## src/rtl/rrqs_pkg.sv

```systemverilog
`default_nettype none
package rrqs_pkg;

   localparam int SLOTS   = 16;
   localparam int SLOT_W  = $clog2(SLOTS);
   localparam int CNT_W   = SLOT_W + 1;

   localparam int ID_W    = 16;
   localparam int TIME_W  = 32;
   localparam int Q_W     = 8;
   localparam int PC_W    = 5;
   localparam int CSR_IDX_W  = 2;
   localparam int CSR_DATA_W = 8;

   localparam logic [CSR_IDX_W-1:0] CSR_QUANTUM       = 2'd0;
   localparam logic [CSR_IDX_W-1:0] CSR_PROCESS_COUNT = 2'd1;

   localparam logic [Q_W-1:0]    QUANTUM_RESET = 8'd4;
   localparam logic [Q_W-1:0]    SLICE_MAX     = 8'hFF;
   localparam logic [TIME_W-1:0] CLOCK_MAX     = 32'hFFFF_FFFF;

   localparam logic ACT_LOAD = 1'b0;
   localparam logic ACT_TICK = 1'b1;

   typedef struct packed {
      logic [ID_W-1:0] id;
      logic [15:0]     arrival;
      logic [15:0]     remaining;
   } slot_word_type;

   localparam int WORD_W = $bits(slot_word_type);

endpackage
`default_nettype wire

```

## src/rtl/rrqs_ram.sv

```systemverilog
`default_nettype none
module rrqs_ram #(
   parameter int DATA_W = 48,
   parameter int ADDR_W = 4
) (
   input  wire logic              clock,
   input  wire logic              wr_en,
   input  wire logic [ADDR_W-1:0] wr_addr,
   input  wire logic [DATA_W-1:0] wr_data,
   input  wire logic              rd_en,
   input  wire logic [ADDR_W-1:0] rd_addr,
   output logic      [DATA_W-1:0] rd_data
);

   logic [DATA_W-1:0] mem [2**ADDR_W];
   logic [DATA_W-1:0] rd_data_ff;

   always_ff @(posedge clock) begin
      if (wr_en) begin
         mem[wr_addr] <= wr_data;
      end
      if (rd_en) begin
         rd_data_ff <= mem[rd_addr];
      end
   end

   assign rd_data = rd_data_ff;

endmodule
`default_nettype wire

```

## src/rtl/round_robin_quantum_scheduler_unit.sv

```systemverilog
`default_nettype none
// Load word: writes the slot store, then S_FINISH. Tick word: S_KEEP reads the current
// slot while it keeps running, then S_COMMIT, S_FINISH; otherwise, or if it has not
// arrived, S_MOD wraps the start slot to the slots in use; the scan reads pending slots
// and skips idle ones. Slots are scanned one at a time over the store's single read port.
// One word at a time; rsp_strobe is one cycle and cannot be stalled. Synchronous reset
// clears control state, pending bits, clock, process count, quantum to 4; RAM undefined.
module round_robin_quantum_scheduler_unit
   import rrqs_pkg::*;
(
   input  wire logic                  clock,
   input  wire logic                  reset,
   input  wire logic                  start,
   output logic                       busy,
   input  wire logic                  req_action,
   input  wire logic [3:0]            req_slot,
   input  wire logic [15:0]           req_process_id,
   input  wire logic [15:0]           req_arrival,
   input  wire logic [15:0]           req_burst_length,
   output logic                       rsp_strobe,
   output logic                       rsp_ran_valid,
   output logic [15:0]                rsp_ran_id,
   output logic                       rsp_finished,
   output logic [31:0]                rsp_time_after,
   output logic                       rsp_all_done,
   input  wire logic                  csr_valid,
   output logic                       csr_ready,
   input  wire logic [CSR_IDX_W-1:0]  csr_index,
   input  wire logic [CSR_DATA_W-1:0] csr_data
);

   localparam logic [2:0] S_IDLE     = 3'd0;
   localparam logic [2:0] S_KEEP     = 3'd1;
   localparam logic [2:0] S_MOD      = 3'd2;
   localparam logic [2:0] S_SCAN_RD  = 3'd3;
   localparam logic [2:0] S_SCAN_CHK = 3'd4;
   localparam logic [2:0] S_COMMIT   = 3'd5;
   localparam logic [2:0] S_FINISH   = 3'd6;

   logic [2:0]        state_ff, state_in;
   logic [SLOTS-1:0]  pending_ff, pending_in;
   logic [SLOT_W-1:0] cur_ff, cur_in;
   logic [Q_W-1:0]    slice_used_ff, slice_used_in;
   logic              active_ff, active_in;
   logic [TIME_W-1:0] clock_now_ff, clock_now_in;
   logic [Q_W-1:0]    quantum_ff;
   logic [PC_W-1:0]   pcount_ff;

   logic [CNT_W-1:0]  n_ff, n_in;
   logic [CNT_W-1:0]  idx_ff, idx_in;
   logic [CNT_W-1:0]  cnt_ff, cnt_in;
   logic [SLOT_W-1:0] pick_ff, pick_in;
   logic              found_ff, found_in;
   logic              fresh_ff, fresh_in;

   logic              strobe_ff, strobe_in;
   logic              ran_valid_ff, ran_valid_in;
   logic [ID_W-1:0]   ran_id_ff, ran_id_in;
   logic              finished_ff, finished_in;
   logic [TIME_W-1:0] time_after_ff, time_after_in;
   logic              all_done_ff, all_done_in;

   logic              ram_we, ram_re;
   logic [SLOT_W-1:0] ram_waddr, ram_raddr;
   slot_word_type     ram_wdata, ram_rdata;
   logic [WORD_W-1:0] ram_rdata_raw;

   logic              accept;
   logic              arrived;
   logic              keep_try;
   logic              no_pending;
   logic [CNT_W-1:0]  n_calc;
   logic [Q_W-1:0]    q_calc;
   logic [CNT_W-1:0]  idx_step;
   logic [TIME_W-1:0] clock_step;
   logic [Q_W-1:0]    slice_base;

   rrqs_ram #(
      .DATA_W (WORD_W),
      .ADDR_W (SLOT_W)
   ) u_store (
      .clock   (clock),
      .wr_en   (ram_we),
      .wr_addr (ram_waddr),
      .wr_data (ram_wdata),
      .rd_en   (ram_re),
      .rd_addr (ram_raddr),
      .rd_data (ram_rdata_raw)
   );

   assign ram_rdata = slot_word_type'(ram_rdata_raw);

   assign busy      = (state_ff != S_IDLE);
   assign accept    = start && !busy;
   assign csr_ready = 1'b1;

   assign n_calc = ({27'd0, pcount_ff} > 32'(SLOTS)) ? CNT_W'(SLOTS)
                                                     : CNT_W'({27'd0, pcount_ff});
   assign q_calc = (quantum_ff == '0) ? Q_W'(1) : quantum_ff;

   assign keep_try = active_ff && (slice_used_ff < q_calc) &&
                     ({1'b0, cur_ff} < n_calc) && pending_ff[cur_ff];

   assign arrived    = ({16'd0, ram_rdata.arrival} <= clock_now_ff);
   assign idx_step   = ((idx_ff + CNT_W'(1)) == n_ff) ? '0 : (idx_ff + CNT_W'(1));
   assign clock_step = (clock_now_ff == CLOCK_MAX) ? clock_now_ff
                                                   : (clock_now_ff + TIME_W'(1));
   assign slice_base = fresh_ff ? '0 : slice_used_ff;

   always_comb begin
      no_pending = 1'b1;
      for (int s = 0; s < SLOTS; s++) begin
         if ((CNT_W'(s) < n_calc) && pending_ff[s]) begin
            no_pending = 1'b0;
         end
      end
   end

   always_comb begin
      state_in      = state_ff;
      pending_in    = pending_ff;
      cur_in        = cur_ff;
      slice_used_in = slice_used_ff;
      active_in     = active_ff;
      clock_now_in  = clock_now_ff;
      n_in          = n_ff;
      idx_in        = idx_ff;
      cnt_in        = cnt_ff;
      pick_in       = pick_ff;
      found_in      = found_ff;
      fresh_in      = fresh_ff;
      strobe_in     = 1'b0;
      ran_valid_in  = ran_valid_ff;
      ran_id_in     = ran_id_ff;
      finished_in   = finished_ff;
      time_after_in = time_after_ff;
      all_done_in   = all_done_ff;
      ram_we        = 1'b0;
      ram_waddr     = pick_ff;
      ram_wdata     = ram_rdata;
      ram_re        = 1'b0;
      ram_raddr     = cur_ff;

      case (state_ff)
         S_IDLE: begin
            if (accept) begin
               if (req_action == ACT_LOAD) begin
                  if ({28'd0, req_slot} < 32'(SLOTS)) begin
                     ram_we              = 1'b1;
                     ram_waddr           = SLOT_W'({28'd0, req_slot});
                     ram_wdata.id        = req_process_id;
                     ram_wdata.arrival   = req_arrival;
                     ram_wdata.remaining = req_burst_length;
                     pending_in[SLOT_W'({28'd0, req_slot})] = 1'b1;
                  end
                  ran_valid_in  = 1'b0;
                  ran_id_in     = '0;
                  finished_in   = 1'b0;
                  time_after_in = clock_now_ff;
                  state_in      = S_FINISH;
               end else begin
                  n_in     = n_calc;
                  found_in = 1'b0;
                  fresh_in = 1'b0;
                  if (keep_try) begin
                     ram_re   = 1'b1;
                     ram_raddr = cur_ff;
                     state_in = S_KEEP;
                  end else begin
                     idx_in   = active_ff ? ({1'b0, cur_ff} + CNT_W'(1)) : {1'b0, cur_ff};
                     state_in = (n_calc == '0) ? S_COMMIT : S_MOD;
                  end
               end
            end
         end
         S_KEEP: begin
            if (arrived) begin
               found_in = 1'b1;
               fresh_in = 1'b0;
               pick_in  = cur_ff;
               state_in = S_COMMIT;
            end else begin
               idx_in   = {1'b0, cur_ff} + CNT_W'(1);
               state_in = S_MOD;
            end
         end
         S_MOD: begin
            if (idx_ff >= n_ff) begin
               idx_in = idx_ff - n_ff;
            end else begin
               cnt_in   = '0;
               state_in = S_SCAN_RD;
            end
         end
         S_SCAN_RD: begin
            if (pending_ff[idx_ff[SLOT_W-1:0]]) begin
               ram_re    = 1'b1;
               ram_raddr = idx_ff[SLOT_W-1:0];
               state_in  = S_SCAN_CHK;
            end else if ((cnt_ff + CNT_W'(1)) == n_ff) begin
               state_in = S_COMMIT;
            end else begin
               cnt_in = cnt_ff + CNT_W'(1);
               idx_in = idx_step;
            end
         end
         S_SCAN_CHK: begin
            if (arrived) begin
               found_in = 1'b1;
               fresh_in = 1'b1;
               pick_in  = idx_ff[SLOT_W-1:0];
               state_in = S_COMMIT;
            end else if ((cnt_ff + CNT_W'(1)) == n_ff) begin
               state_in = S_COMMIT;
            end else begin
               cnt_in   = cnt_ff + CNT_W'(1);
               idx_in   = idx_step;
               state_in = S_SCAN_RD;
            end
         end
         S_COMMIT: begin
            ran_valid_in = found_ff;
            ran_id_in    = found_ff ? ram_rdata.id : '0;
            finished_in  = 1'b0;
            if (found_ff) begin
               ram_we    = 1'b1;
               ram_waddr = pick_ff;
               slice_used_in = (slice_base == SLICE_MAX) ? slice_base
                                                         : (slice_base + Q_W'(1));
               if (fresh_ff) begin
                  cur_in    = pick_ff;
                  active_in = 1'b1;
               end
               if (ram_rdata.remaining <= 16'd1) begin
                  ram_wdata.remaining = '0;
                  pending_in[pick_ff] = 1'b0;
                  active_in           = 1'b0;
                  finished_in         = 1'b1;
               end else begin
                  ram_wdata.remaining = ram_rdata.remaining - 16'd1;
               end
            end
            clock_now_in  = clock_step;
            time_after_in = clock_step;
            state_in      = S_FINISH;
         end
         S_FINISH: begin
            strobe_in   = 1'b1;
            all_done_in = no_pending;
            state_in    = S_IDLE;
         end
         default: begin
            state_in = S_IDLE;
         end
      endcase
   end

   always_ff @(posedge clock) begin
      if (reset) begin
         state_ff      <= S_IDLE;
         pending_ff    <= '0;
         cur_ff        <= '0;
         slice_used_ff <= '0;
         active_ff     <= 1'b0;
         clock_now_ff  <= '0;
         quantum_ff    <= QUANTUM_RESET;
         pcount_ff     <= '0;
         strobe_ff     <= 1'b0;
      end else begin
         state_ff      <= state_in;
         pending_ff    <= pending_in;
         cur_ff        <= cur_in;
         slice_used_ff <= slice_used_in;
         active_ff     <= active_in;
         clock_now_ff  <= clock_now_in;
         strobe_ff     <= strobe_in;
         if (csr_valid && csr_ready) begin
            case (csr_index)
               CSR_QUANTUM:       quantum_ff <= csr_data[Q_W-1:0];
               CSR_PROCESS_COUNT: pcount_ff  <= csr_data[PC_W-1:0];
               default:           ;
            endcase
         end
      end
   end

   always_ff @(posedge clock) begin
      n_ff          <= n_in;
      idx_ff        <= idx_in;
      cnt_ff        <= cnt_in;
      pick_ff       <= pick_in;
      found_ff      <= found_in;
      fresh_ff      <= fresh_in;
      ran_valid_ff  <= ran_valid_in;
      ran_id_ff     <= ran_id_in;
      finished_ff   <= finished_in;
      time_after_ff <= time_after_in;
      all_done_ff   <= all_done_in;
   end

   assign rsp_strobe     = strobe_ff;
   assign rsp_ran_valid  = ran_valid_ff;
   assign rsp_ran_id     = ran_id_ff;
   assign rsp_finished   = finished_ff;
   assign rsp_time_after = time_after_ff;
   assign rsp_all_done   = all_done_ff;

endmodule
`default_nettype wire
```

## config.mk

```make
export PLATFORM = sky130hd
export DESIGN_NAME = round_robin_quantum_scheduler_unit
export DESIGN_NICKNAME = d
export VERILOG_FILES = /design/src/rtl/rrqs_pkg.sv /design/src/rtl/rrqs_ram.sv /design/src/rtl/round_robin_quantum_scheduler_unit.sv
export SDC_FILE = /design/constraint.sdc
export NUM_CORES = 1
export LEC_CHECK = 0
export BUFFER_PORTS_ARGS = -buffer_cell sky130_fd_sc_hd__clkbuf_2
export CORE_AREA = 2 2 379 268
export DETAILED_ROUTE_END_ITERATION = 8
export DIE_AREA = 0 0 381 270
export GPL_ROUTABILITY_DRIVEN = 0
export GPL_TIMING_DRIVEN = 0
export PLACE_DENSITY = 0.54
export SLEW_MARGIN = 10
export SYNTH_ARGS = -nofsm -noshare
export SYNTH_HDL_FRONTEND = slang
export SYNTH_HIERARCHICAL = 1
export SYNTH_SLANG_ARGS = --single-unit
export TNS_END_PERCENT = 10
```

## constraint.sdc

```tcl
create_clock -name clock -period 12.75 [get_ports clock]
set_clock_uncertainty 0.05 [all_clocks]
set_input_delay 1.275 -clock clock [delete_from_list [all_inputs] [get_ports clock]]
set_output_delay 1.275 -clock clock [all_outputs]
set_load 0.1 [all_outputs]
```

; After elaboration in Yosys (flattened, before gate mapping)
; Memory sizes are Yosys's and may differ from the RTL's. A register that Yosys moved wholly into a read port is not among the register bits.
; Cells that the tools add are included.
[word_totals]
regBits = 150
ramBits = 768
output_inout_bits = 54
memories = 1
[mem_list]
columns = memory, words, width, read_ports, rd_clocked_by_memory_dff, wr, line_no
row1 = u_store.mem, 16, 48, 1, 1, 1, rrqs_ram.sv:15  ; logic [DATA_W-1:0] mem [2**ADDR_W];
[classes]
addsub = 7
magnitude_cmp = 28
eq_ne = 26
muxes = 93
bitwise_logic = 3
reduce_logical = 51
[op_table]
columns = cell, n
row1 = two-way mux 16 bit, 9
row2 = two-way mux 32 bit, 4
row3 = two-way mux 48 bit, 2
row4 = case mux 16 bit (2 select lines), 3
row5 = two-way mux 5 bit, 15
row6 = case mux 32 bit (2 select lines), 1
row7 = less-than comparator 4 x 5 -> 1 bit (first input constant), 8
row8 = adder 32 x 1 -> 32 bit (second input constant), 1
row9 = == test 32 bit (second input constant), 1
row10 = <= comparator 16 x 32 -> 1 bit, 1
row11 = two-way mux 3 bit, 10
row12 = two-way mux 4 bit, 7
row13 = inequality test 2 bit (second input constant), 13
row14 = two-way mux 1 bit, 25
row15 = case mux 5 bit (5 select lines), 1
row16 = two-way mux 8 bit, 3
row17 = logical AND 1 bit, 22
row18 = less-than comparator 3 x 5 -> 1 bit (first input constant), 4
row19 = less-than comparator 4 x 5 -> 1 bit (second input constant), 4
row20 = case mux 3 bit (6 select lines), 1
row21 = AND reduction 3 bit, 6
row22 = AND 16 bit, 1
row23 = <= comparator 16 x 1 -> 1 bit (second input constant), 1
row24 = NOT 16 bit, 1
row25 = other kinds (41), 64

; Logic depth before layout (Yosys ltp)
; Gate-level depths: netlist (run 1).
[depth]
word_depth = 10
depth_mapped = 13
mapped_depth_nobuf = 10

; Hierarchy
; Netlist (run 1), hierarchy kept.
[by_module_without_submodules]
columns = module, instances, cells_each, area_each_um2, seq_area_each_um2
row1 = rrqs_ram, 1, 1242, 30175.2, 24503.5
row2 = round_robin_quantum_scheduler_unit, 1, 1065, 9312.7, 3723.6

; Worst setup path after synthesis (run 1)
; OpenSTA, ideal clock, no wires.
[synth_path]
kind = input-to-reg
from = input req_action
to = memory u_store.mem[0][0], enable pin
setup_time_ps = 513
arrival_ps = 5972
required_time_ps = 12187
path_slack_ps = 6216
stages = 8
n_path_buf = 3
cell_sequence = clkbuf_1 > nor3b_2 > clkbuf_8 > clkbuf_1 > nand2_1 > nand2_1 > or3b_2 > nor3_1
[synth_between]
word_cells_on_any_way = 8
[synth_lines]
columns = item, line_no
row1 = from (decl), round_robin_quantum_scheduler_unit.sv:15  ; input wire logic req_action,
row2 = two-way mux 4 bit, round_robin_quantum_scheduler_unit.sv:147  ; if (req_action == ACT_LOAD) begin
row3 = two-way mux 4 bit, round_robin_quantum_scheduler_unit.sv:146  ; if (accept) begin
row4 = two-way mux 4 bit, -
row5 = net ram_waddr[2], round_robin_quantum_scheduler_unit.sv:64  ; logic [SLOT_W-1:0] ram_waddr, ram_raddr;
row6 = to (decl), rrqs_ram.sv:15
; The timed path passes the listed nets, and every way through them passes these cells.

; Worst setup path after layout (run 1)
[layout_path]
from = register state_ff[1]
to = memory u_store.mem[7][46], enable pin
[layout_between]
word_cells_on_any_way = 11
[layout_lines]
columns = item, line_no
row1 = from (decl), round_robin_quantum_scheduler_unit.sv:40  ; logic [2:0] state_ff, state_in;
row2 = from (signal assigned), round_robin_quantum_scheduler_unit.sv:270  ; state_ff <= state_in;
row3 = nonzero test 3 bit, round_robin_quantum_scheduler_unit.sv:93  ; assign busy = (state_ff != S_IDLE);
row4 = zero test 1 bit, round_robin_quantum_scheduler_unit.sv:94  ; assign accept = start && !busy;
row5 = logical AND 1 bit, round_robin_quantum_scheduler_unit.sv:94
row6 = two-way mux 4 bit, round_robin_quantum_scheduler_unit.sv:146
row7 = two-way mux 4 bit (*), -
row8 = net ram_waddr[0], round_robin_quantum_scheduler_unit.sv:64
; Mark *: on every way through the listed nets, which the timed path passes. The rest lies on a longest branch.

==> impl_metrics.tcl, run 1 <==
set metrics [dict create \
    outcome "finished, final reports clean" \
    powerDensity_nw_per_um2 166 \
    grt_pass1_vias 22400 \
    fillCellCount 8542 \
    p_sw_w 0.00208 \
    rsz0062_at_grt "false" \
    crit_type "register to register" \
    r2r_slack_ns 7.68 \
    ctsLongestPathBuffers 3 \
    wl_per_cell_um 25.6 \
    start_util_pct 39.8 \
    cts_tree "yes" \
    ant_nets 0 \
    tns_ns 0 \
    drive_above_1_share_pct 23.0 \
    grt.total_usage_pct 19.8 \
    syn_to_final_growth_pct 16.5 \
    setup_viol 0 \
    synth_edf_count 888 \
    maxSlewViolCount 0 \
    coreArea_um2 99300 \
    clock_sinks 966 \
    grt_max_degree 35 \
    diodes 0 \
    layout.nets 2698 \
    combPwrFrac_pct 14.8 \
    finalHoldViolCount 0 \
    end_kind "register" \
    final_util_pct 46.3 \
    clock-root-buffer "clkbuf_16" \
    ioPinCount 121 \
    power_leakage_nw 14.9 \
    grt_pass1_wl_um 151000 \
    fmax_mhz 197 \
    synth_area_um2 39500 \
    synth_cell_types 77 \
    die_area_um2 103000 \
    ctsResizeCount 0 \
    period_share_pct 39.8 \
    drv_cap 0 \
    gr-total-overflow 0 \
    numCtsBuffers 95 \
    crit_fanout 17 \
    port_buffers 118 \
    ff_latch_area_um2 28200 \
    wl_um 103000 \
    ys_seq_elements 966 \
    die_h_um 270 \
    instances_no_fill 4002 \
    fin_crit_ns 5.07 \
    clkSlewWorstSetupHoldPaths_ns 0.06 \
    start_kind "register" \
    synthArstFlopShare_pct 0 \
    max-vdd-ir-drop_mv 0.128 \
    crit_arrival_ns 5.37 \
    cts_hold_buf 0 \
    ys_seq_area_share_pct 71.5 \
    dpl.cell_count 3829 \
    drc 0 \
    worst_ep_required_time_ns 13.04 \
    relSlewSlack_pct 26.2 \
    intPower_w 0.00556 \
    synth_flop_cell "edfxtp_1" \
    clkPwrFrac_pct 35.9 \
    dr.pass1.iters 5 \
    multi_input_area_um2 10700 \
    seq_power_share_pct 49.3 \
    fin_hold_ws_ns 0.515 \
    synth_warnings 6 \
    viasPerCell 5.66 \
    worstSkewPairLatency_ns 0.65 \
    antenna_found_initial 1 \
    post_cts_buffers 0 \
    dp_hpwl_um 70200 \
    synth_fp_nets 2413 \
    row_count 97 \
    die_x_um 381 \
    syn_inst 2307 \
    worst_pin_slew_ns 1.11 \
    switching_share_pct 27.2 \
    initialDrtViolationCount 2708 \
    via_count 22700 \
    syn_avg_cell_area_um2 17.1 \
    htree_levels 3 \
    hp-class "register to register" \
]
## worst paths after layout
check	startpoint	endpoint	cells past startpoint
max	state_ff[1]	u_store/mem[7][46]	11
min	pending_ff[12]	pending_ff[12]	2
max reg2reg	state_ff[1]	u_store/mem[7][46]	11
min reg2reg	pending_ff[12]	pending_ff[12]	2
## cells in the final DEF (no fill, tap or decap), types with 12 or more instances in the layout
master     instances
edfxtp_1         888
nand2_1          218
mux4_2           203
clkbuf_2         118
a22oi_1          105
clkbuf_1          97
clkbuf_16         96
nor2_1            86
dfxtp_1           78
a21oi_1           64
inv_1             48
nor2b_1           44
buf_4             44
nor3_1            40
nand3_1           38
ha_1              38
xnor2_1           35
and3_1            23
o21ai_0           23
buf_12            21
nand4_1           20
xor2_1            20
nand2b_1          17
clkinv_2          17
clkinv_1          14
buf_16            13
nor2_4            12
## metal layers
layer | GRT usage (%) | share of wire [%] | vias to the layer above
met5 | 0 | 0 | -
met4 | 4.50 | 2.1 | 0
met3 | 2.62 | 6.0 | 151
met2 | 30.7 | 46 | 879
met1 | 29.9 | 46 | 11800
li1 | - | - | 9781
## power by group through the flow
stage          clock network (W)  registers (W)  logic, W
2_1_floorplan                  0        0.00408  0.000520
3_3_place_gp                   0        0.00385   0.00105
3_5_place_dp                   0        0.00383   0.00113
6_report                 0.00275        0.00376   0.00113
4_1_cts                  0.00279        0.00376   0.00113
5_1_grt                  0.00292        0.00377   0.00121
## logic make-up (layout without fill, tap and decap cells)
kind of cell / count (synthesis) / count (layout) / synth area share, %
DFF: 966 / 966 / 71.5
and+or+nand+nor: 574 / 574 / 7.14
AOI/OAI and AO/OA: 284 / 284 / 4.97
muxes: 222 / 222 / 12.1
buffers and inverters: 166 / 525 / 1.83
xor gates and xnor gates: 55 / 55 / 1.22
adders and majority gates: 39 / 39 / 1.25
other: 1 / 1 / 0.00950
## per-stage QoR
step	worst slack [ns]	cell area, um^2	total power (W)
final	7.68	46000	0.00764
after global routing	7.41	46000	0.00790
after CTS	7.77	46000	0.00769
after floorplan	6.22	39500	0.00460
after detailed placement	7.30	43000	0.00496
after global placement	0.385	41800	0.00490
## flip-flops by register name (all words and copies together) (netlist names), 8 cells and up
signal,count
clock_now_ff,32
u_store/mem,768
slice_used_ff,8
rsp_time_after,32
u_store/rd_data,48
quantum_ff,8
rsp_ran_id,16
pending_ff,16
## final cells by class
| class | instances | share of cell area [%] |
|---|---|---|
| Buffer | 116 | 1.17 |
| Clock buffer | 121 | 5.51 |
| Clock inverter | 50 | 1.07 |
| Inverter | 50 | 0.411 |
| Multi-Input combinational cell | 1175 | 23.2 |
| Sequential cell | 966 | 61.4 |
| Tap cell | 1336 | 3.63 |
| Timing Repair Buffer | 188 | 3.66 |
## cells in the mapped netlist (5+ instances only)
library cell | n | area, um^2
buf_4 | 19 | 143
a21oi_1 | 64 | 320
and2_1 | 6 | 37.5
nand4_1 | 20 | 125
o21ai_0 | 31 | 155
nor2b_1 | 44 | 275
nand3b_1 | 10 | 75.1
a211oi_1 | 5 | 37.5
clkbuf_1 | 76 | 285
and4_1 | 7 | 61.3
a31oi_1 | 9 | 56.3
inv_1 | 48 | 180
o211ai_1 | 5 | 37.5
nand3_1 | 38 | 190
nand2_1 | 218 | 818
xnor2_1 | 35 | 307
buf_2 | 8 | 40.0
o221ai_1 | 6 | 52.6
a221o_1 | 6 | 60.1
or3_1 | 5 | 31.3
edfxtp_1 | 888 | 26700
xor2_1 | 20 | 175
or2_2 | 9 | 56.3
mux2_2 | 11 | 124
nand2b_1 | 17 | 106
buf_1 | 11 | 41.3
nor4_1 | 9 | 56.3
and3_1 | 23 | 144
mux2i_1 | 8 | 80.1
ha_1 | 38 | 475
a22oi_1 | 105 | 788
nor2_1 | 98 | 368
dfxtp_1 | 78 | 1560
mux4_2 | 203 | 4570
nor3_1 | 44 | 220
## critical path, stage by stage (launching register included)
cell,delay [ns]
dfxtp_1,0.37
nor3_1,0.41
inv_1,0.26
nor3b_2,0.59
clkbuf_8,0.35
clkbuf_1,0.45
nand2_1,0.10
o21ai_0,0.41
nand2_1,0.52
nor2_4,0.74
buf_12,0.27
buf_12,0.20
Power figures use the tool's default switching activity.
==> inputs of run 2 (changes only) <==
clock period = 5.2 ns   (was 12.75 ns; I/O delays follow)
==> run 2 against run 1 <==
  * Wire length down 1.6%
  * Clock power rose by 150%
  * Largest cell class unchanged
  * Sequential power is 150% higher
  * Power is 150% higher
  * First-iteration DRC count fell by 6.8%
  * Die area unchanged
  * Via count is 0.63% lower
  * Register-to-register slack got worse by 7.5 ns
==> impl_metrics.tcl, run 2 (synthesized netlist as in run 1, its figures left out) <==
set metrics [dict create \
    mostFrequentLayoutCell "edfxtp_1" \
    coreArea_um2 99300 \
    gr-total-overflow 0 \
    grt_pass1_wl_um 148000 \
    period_share_pct 97.6 \
    setup_viol 0 \
    clock_sinks 966 \
    ant_nets 0 \
    rsz0062_at_grt "true" \
    initialDrtViolationCount 2523 \
    die_x_um 381 \
    max-vdd-ir-drop_mv 0.275 \
    dp_hpwl_um 68700 \
    crit_fanout 10 \
    crit_chain "nor3_1 -> inv_1 -> nor3b_4 -> clkbuf_8 -> clkdlybuf4s15_1 -> nand2_1 -> nand2_1 -> nand3b_1 -> nor3_2 -> buf_6 -> buf_4 -> buf_4 -> buf_4" \
    grt_max_degree 35 \
    fin_hold_ws_ns 0.0482 \
    end_kind "register" \
    drc 0 \
    syn_to_final_growth_pct 16.6 \
    drv_cap 0 \
    relSlewSlack_pct 22.9 \
    wl_um 101000 \
    slowest_stage "clkdlybuf4s15_1" \
    start_kind "register" \
    largest_register "u_store/mem" \
    hp-class "input port to register" \
    tns_ns 0 \
    maxSlewViolCount 0 \
    ioPinCount 121 \
    fin_area_um2 46000 \
    grt_pass1_vias 22100 \
    drive_above_1_share_pct 22.9 \
    worstSkewPairLatency_ns 0.67 \
    worst_ep_required_time_ns 5.52 \
    clkSlewWorstSetupHoldPaths_ns 0.07 \
    start_util_pct 39.8 \
    layout.nets 2691 \
    via_count 22500 \
    pre_cts_slack_ns 0.0908 \
    power_leakage_nw 14.9 \
    fin_crit_ns 5.07 \
    die_area_um2 103000 \
    final_cell_mix "edfxtp_1 (888), nand2_1 (218), mux4_2 (203)" \
    worst_pin_slew_ns 1.15 \
    port_buffers 118 \
    ctsLongestPathBuffers 3 \
    cpLargestDelayFamily "buffers and inverters" \
    final_util_pct 46.4 \
    placed_cell_area_um2 42900 \
    cp_slowest_stage_delay_ns 0.69 \
    row_count 97 \
    fmax_mhz 197 \
    numCtsBuffers 94 \
    grt.total_usage_pct 19.4 \
    outcome "finished, final reports clean" \
    wl_per_cell_um 25.3 \
    largest_reg_flops 768 \
    die_h_um 270 \
    crit_buf_inv 7 \
    multi_input_area_um2 10700 \
    diodes 0 \
    crit_arrival_ns 5.39 \
    crit_type "register to register" \
    crit_top_cell "buf_4" \
    viasPerCell 5.63 \
    clock-root-buffer "clkbuf_16" \
    powerDensity_nw_per_um2 409 \
    ff_latch_area_um2 28200 \
    fin_ws_ns 0.127 \
    htree_levels 3 \
    cts_tree "yes" \
    dr.pass1.iters 5 \
    finalHoldViolCount 0 \
    antenna_found_initial 0 \
    r2r_slack_ns 0.13 \
    fillCellCount 8533 \
]
[run 2: final timing paths]
check / end / depth (start not counted) / from
worst max-delay path: u_store/mem[4][39] / 13 / state_ff[1]
worst min-delay path: quantum_ff[6] / 3 / csr_data[6]
worst max register to register: u_store/mem[4][39] / 13 / state_ff[1]
worst min register to register: pending_ff[12] / 2 / pending_ff[12]
[run 2: where the power goes]
group | leakage, nW | switching (W) | internal, W
Clock | 1.50 | 0.00289 | 0.00394
Combinational | 4.78 | 0.00212 | 0.000663
Sequential | 8.65 | 0.000114 | 0.00911
[run 2: metal layers]
metal  wire length [um]  share of wire, %  track usage (%)  vias up
met5                  0                 0                0        -
met4               1630               1.6             3.71        0
met3               6250               6.2             3.23      126
met2              46000                46             30.0      817
met1              47100                47             29.2    11800
li1                   -                 -                -     9759
[run 2: final cells by class]
| cell class | count | share of cell area [%] |
|---|---|---|
| multi-input combinational | 1175 | 23.2 |
| buffer | 116 | 1.19 |
| inverter | 50 | 0.411 |
| sequential | 966 | 61.3 |
| timing repair buffer | 182 | 3.58 |
| clock buffer | 116 | 5.39 |
| clock inverter | 55 | 1.25 |
| tap | 1336 | 3.63 |
[run 2: tightest hold or removal path, stage by stage]
cell	delay, ns
clkbuf_2	0.08
a21oi_1	0.05
nor2_1	0.07
[run 2: what timing repair did]
item                                    in CTS  in global routing
gates resized for setup                      0                  5
endpoints found under the setup margin       0                 99
hold endpoints to repair                     2                  0
setup buffers                                0                  1
hold buffers                                 2                  0
[run 2: stage by stage]
stage | cells | total power, W
6_report | 3996 | 0.0188
5_1_grt | 3996 | 0.0195
4_1_cts | 3993 | 0.0190
3_5_place_dp | 3820 | 0.0122
3_3_place_gp | 3761 | 0.0120
2_1_floorplan | 2307 | 0.0113
